### src/sv/icr_pkg.sv
`timescale 1ns / 1ps
package icr_pkg;

    localparam int NUM_STAGES          = 11;
    localparam int FRONT_STAGES        = 3;
    localparam int DIV_FIRST           = 2;
    localparam int DIV_STEPS           = 16;
    localparam int DIV_STEPS_PER_STAGE = 2;
    localparam int DIV_STAGES          = DIV_STEPS / DIV_STEPS_PER_STAGE;
    localparam int SCALE_FIRST         = DIV_FIRST + DIV_STAGES;
    localparam int SCALE_STAGES        = NUM_STAGES - SCALE_FIRST + 1;

    localparam logic [16:0] PCT_RESET  = 17'd13107;
    localparam logic [30:0] SLOP_RESET = 31'd655;
    localparam logic [17:0] ONE_Q16    = 18'd65536;

    localparam logic REG_PCT_SEL  = 1'b0;
    localparam logic REG_SLOP_SEL = 1'b1;

    typedef logic signed [31:0] vel_t;
    typedef logic signed [17:0] nrm_t;
    typedef nrm_t [2:0]         nrm3_t;
    typedef vel_t [2:0]         vel3_t;

    typedef struct packed {
        logic kill;
        logic ma_zero;
        logic mb_zero;
    } flags_t;

endpackage

### src/sv/icr_div.sv
`timescale 1ns / 1ps
module icr_div
    import icr_pkg::*;
(
    input  logic                  clk,
    input  logic [DIV_STAGES-1:0] en,
    input  logic [30:0]           num,
    input  logic [31:0]           den,
    output logic [15:0]           quo,
    output logic                  rem_zero
);

    // quotient of num * 2^16 / den, num < den, restoring, two bits a stage
    logic [31:0] r_reg [DIV_STAGES];
    logic [31:0] d_reg [DIV_STAGES];
    logic [15:0] q_reg [DIV_STAGES];

    logic [31:0] r_next [DIV_STAGES];
    logic [15:0] q_next [DIV_STAGES];
    logic [31:0] d_in   [DIV_STAGES];
    logic [32:0] r2;

    always_comb
    begin
        r2 = '0;
        for (int j = 0; j < DIV_STAGES; j++)
        begin
            if (j == 0)
            begin
                r_next[j] = 32'(num);
                q_next[j] = '0;
                d_in[j]   = den;
            end
            else
            begin
                r_next[j] = r_reg[j-1];
                q_next[j] = q_reg[j-1];
                d_in[j]   = d_reg[j-1];
            end
            for (int k = 0; k < DIV_STEPS_PER_STAGE; k++)
            begin
                r2 = {r_next[j], 1'b0};
                if (r2 >= {1'b0, d_in[j]})
                begin
                    r2        = r2 - {1'b0, d_in[j]};
                    q_next[j] = {q_next[j][14:0], 1'b1};
                end
                else
                begin
                    q_next[j] = {q_next[j][14:0], 1'b0};
                end
                r_next[j] = r2[31:0];
            end
        end
    end

    always_ff @(posedge clk)
    begin
        for (int j = 0; j < DIV_STAGES; j++)
        begin
            if (en[j])
            begin
                r_reg[j] <= r_next[j];
                q_reg[j] <= q_next[j];
                d_reg[j] <= d_in[j];
            end
        end
    end

    assign quo      = q_reg[DIV_STAGES-1];
    assign rem_zero = (r_reg[DIV_STAGES-1] == '0);

endmodule

### config.mk
export PLATFORM = sky130hd
export DESIGN_NAME = icr_div
export DESIGN_NICKNAME = d
export VERILOG_FILES = /design/src/sv/icr_pkg.sv /design/src/sv/icr_div.sv
export SDC_FILE = /design/constraint.sdc
export NUM_CORES = 2
export LEC_CHECK = 0
export BUFFER_PORTS_ARGS = -buffer_cell sky130_fd_sc_hd__buf_2
export CELL_PAD_IN_SITES_DETAIL_PLACEMENT = 1
export CELL_PAD_IN_SITES_GLOBAL_PLACEMENT = 1
export CORE_MARGIN = 2
export CORE_UTILIZATION = 46
export CTS_CLUSTER_SIZE = 10
export DETAILED_ROUTE_END_ITERATION = 12
export GPL_ROUTABILITY_DRIVEN = 0
export GPL_TIMING_DRIVEN = 1
export PLACE_DENSITY_LB_ADDON = 0.3
export RECOVER_POWER = 50
export SYNTH_ARGS = -nofsm -noshare
export SYNTH_HDL_FRONTEND = slang
export SYNTH_SLANG_ARGS = --single-unit
### constraint.sdc
create_clock -name clk -period 7 [get_ports clk]
set_input_delay 1.75 -clock clk [delete_from_list [all_inputs] [get_ports clk]]
set_output_delay 1.75 -clock clk [all_outputs]
set_load 0.02 [all_outputs]
* Word level (Yosys, flattened, before mapping) *
Memory sizes are Yosys's and may differ from the RTL's.
Index checks and enable logic that the tools add are counted.

word-level totals
  bits in registers = 0
  memory bits (writable) = 640
  output and inout bits = 17
  logic and storage cells = 84
  memories = 3

cells by class
  $add $sub $neg = 16
  $lt $le $gt $ge = 16
  muxes and demuxes = 48
  reduce and logical (&&, ||, !) cells = 1

memories
  memory  depth  bits a word  rd ports  clocked after memory_dff  write ports  RTL line       RTL
  d_reg   8      32           7         0                         8            icr_div.sv:15  logic [31:0] d_reg [DIV_STAGES];
  r_reg   8      32           8         0                         8            icr_div.sv:14  logic [31:0] r_reg [DIV_STAGES];
  q_reg   8      16           8         0                         8            icr_div.sv:16  logic [15:0] q_reg [DIV_STAGES];

operator list
  operator           number
  $mux W32           16
  $sub A32 B32 Y32   16
  $ge A33 B32 Y1     15
  $ge A32 B32 Y1     1
  $logic_not A32 Y1  1
  $mux W1            32

* Depth between registers and ports, before layout *
An unclocked memory read counts as a cell.

  depth after elaboration = 5
  depth in mapped cells = 28

* Least setup slack after synthesis *
No wires, ideal clock.

  path type = input to register
  from = in den[17]
  to = mem r_reg[0][10], data pin
  setup time = 260 ps
  data arrival time = 7,092 ps
  setup slack = -352 ps
  cell stages on the path = 22
  path buffers = 3
  path through = inv_1 -> ha_1 -> a21o_1 -> a21o_1 -> a2111oi_0 -> a21oi_1 -> o21a_1 -> o32ai_1 -> clkbuf_1 -> clkbuf_1 -> o21ai_0 -> ha_1 -> and3_1 -> a221oi_1 -> a21oi_1 -> nor4b_1 -> a211o_1 -> a21oi_1 -> o21a_1 -> a211o_1 -> buf_1 -> mux2_2

RTL lines
  item             RTL line       RTL
  start, declared  icr_div.sv:8   input logic [31:0] den,
  end, declared    icr_div.sv:14

==> impl_metrics.ini <==
[route]
final_antenna_net_count = 0
vias = 42500
first_iter_violations = 1657
via_per_inst = 5.96
drc = 0
routed_wl_um = 160000
wl_per_cell_um = 22.4
first_pass_iters = 5

[clock_network]
clk_latency_ns = 0.66
clock_path_buffers = 3
clock_sinks = 552
cts_tree = built
holdBufCountCts = 0
clockRootBuffer = clkbuf_16
cts-htree-levels = 3
numCtsBuffers = 74
cts.clk_slew.worst_paths_ns = 0.05

[outcome]
status = complete, but fails checks
violations = max-capacitance violations, max-slew violations

[global_routing]
grt_pass1_wl_um = 249000
grt_overflow_total = 0
grt_util_all_layers_pct = 29.1
antenna_found_initial = 0
grt_max_degree = 73
grt_pass1_vias = 46500

[synth]
synth_edf_count = 552
avgSynthCellArea_um2 = 9.43
ys_async_sr_fraction_pct = 0
synth.distinct_cells = 91
yosys_warnings = 0
netlist_area_um2 = 48900
synthCells = 5181
ys_ff_latch = 552
synth_nets = 5765
synth_ff_type = edfxtp_1
ys_seq_area_share_pct = 33.9

[floorplan]
die-area_um2 = 109000
io_pins = 89
initial_core_util_pct = 46.4
die_x_um = 330
chipHeight_um = 330
num_rows = 119
core_um2 = 105000

[critical_path]
r2r-start = d_reg[3][1]
critPathTopFamily = compound AO/OA/AOI/OAI gates
slowest_delay_ns = 0.47
cp-end-kind = register
path_class = input port to register
path_buf_inv = 5
path_cells = clkbuf_1 -> inv_1 -> ha_1 -> a21o_1 -> a21o_1 -> a2111oi_0 -> a21oi_1 -> o21a_1 -> o32ai_4 -> buf_12 -> mux2_2 -> ha_1 -> a21o_1 -> a221oi_1 -> buf_4 -> a21oi_1 -> nor4b_2 -> a211o_1 -> a21oi_1 -> o21a_1 -> a211o_1 -> buf_12 -> mux2_2
startpoint = den[17]
critical_path.endpoint = r_reg[0][1]
path_max_fanout = 31
rrSetupSlack_ns = 0.21
r2r-end = r_reg[1][23]
required_ns = 7.40
startpoint_type = input port
slowest_stage = a2111oi_0
worstRegToRegCells = 25
crit_arrival_ns = 7.24
cp_num_cells = 23

[layout]
fillers = 12100
area_growth_pct = 16.0
layout_common_cells = edfxtp_1, ha_1, a21oi_1
register_area_um2 = 16600
final_cells = 7140
drive_above_1_share_pct = 17.5
antenna_cells = 0
finalInstanceArea_um2 = 56700
multi_input_area_um2 = 30500
fin_nets = 6290
largest_reg_flops = 256
final_common_cell = edfxtp_1

[place]
dp_cells = 7017
io_buffers = 88
place_area_um2 = 54400
dp_hpwl_um = 132000

[sta]
final.period_utilization_pct = 97.7
slew_violations = 328
max_freq_mhz = 146
slew_headroom_pct = -161
setup_violations = 0
clock_skew_ns = 0.0230
period_needed_ns = 6.84
worst_hold_slack_ns = 0.402
hold_violations = 0
worst_slew_pin_slew_ns = 3.92

[run]
cap_viol_max_count = 5

[worst_hold_path]
holdCritPathClass = register to register
==> synthesized netlist by cell type (55+ instances only) <==
library cell | number | area (µm²)
a21oi_1 | 464 | 2320
o21ai_0 | 306 | 1530
a21o_1 | 246 | 1850
mux2_2 | 283 | 3190
o21a_1 | 86 | 646
o21bai_1 | 65 | 488
nand2_1 | 376 | 1410
xnor2_1 | 294 | 2570
xor2_1 | 125 | 1090
ha_1 | 504 | 6310
nand3_1 | 116 | 581
nor3_1 | 77 | 385
clkbuf_1 | 74 | 278
edfxtp_1 | 552 | 16600
a31oi_1 | 55 | 344
nor2_1 | 331 | 1240
inv_1 | 372 | 1400
==> how the worst min path moves through the flow <==
stage	cells past startpoint	to	startpoint	slack, ns
2_1_floorplan	0	q_reg[0][18]	q_reg[0][0]	0.40
3_3_place_gp	0	q_reg[1][24]	q_reg[1][6]	0.40
3_5_place_dp	0	q_reg[1][35]	q_reg[1][17]	0.41
4_1_cts	0	q_reg[1][58]	q_reg[1][40]	0.40
5_1_grt	0	q_reg[1][58]	q_reg[1][40]	0.41
6_report	0	q_reg[1][39]	q_reg[1][21]	0.40
==> cell type report <==
| class | instances | share of cell area (%) |
|---|---|---|
| multi-input combinational | 4139 | 53.9 |
| sequential | 552 | 29.3 |
| timing repair buffer | 562 | 7.32 |
| clock buffer | 84 | 3.41 |
| tap | 1391 | 3.07 |
| inverter | 377 | 2.50 |
| clock inverter | 35 | 0.543 |
==> worst reg2reg max path, cell delays in order (launching register included) <==
cell,delay (ns)
edfxtp_1,0.43
inv_1,0.13
ha_1,0.25
nor2b_1,0.16
o31a_1,0.27
o31a_1,0.28
o31ai_4,0.26
a211oi_2,0.21
or3_4,0.43
a211oi_4,0.25
or2_4,0.19
buf_12,0.13
mux2_2,0.35
ha_1,0.31
nand2_1,0.10
o21bai_1,0.20
a211oi_2,0.27
nor3_1,0.15
a211o_1,0.37
a21o_1,0.22
and4b_1,0.20
or3b_2,0.49
o211ai_1,0.13
buf_4,0.18
buf_6,0.20
mux2_2,0.36
==> routing by layer <==
metal  GRT usage (%)  up-vias  wire length [µm]
li1                -    20300                 -
met1            28.2    20800             58100
met2            56.2      911             84300
met3            3.18      506              4160
met4            21.7        0             13500
met5               0        -                 0
==> cells by family (layout without fill, tap and decap cells) <==
family	count (synthesis)	count (layout)	share of synthesized area, %
adder cells (fa/ha/maj)	512	512	13.2
multiplexers	329	329	7.67
AND/OR/NAND/NOR	1267	1267	12.4
XOR/XNOR	419	419	7.51
buffers and inverters	490	1058	3.86
flip-flops	552	552	33.9
AO/OA/AOI/OAI	1612	1612	21.4
==> timing repair <==
item / CTS / global route
setup endpoints to repair: 0 / 105
buffers inserted: 0 / 2
resized for setup: 0 / 25
==> metrics by stage <==
step | setup WS (ns) | setup TNS [ns] | util [%]
global placement | -0.229 | -6.67 | 51.7
CTS | 0.0232 | 0 | 53.8
global route | -0.0565 | -1.01 | 53.8
floorplan | 0.0210 | 0 | -
finish | 0.159 | 0 | 53.8
detailed placement | -0.393 | -11.91 | 51.7
Power is left out: the tool's default activity adds up to more than one toggle a clock period on the data nets, which glitch-free logic cannot reach.
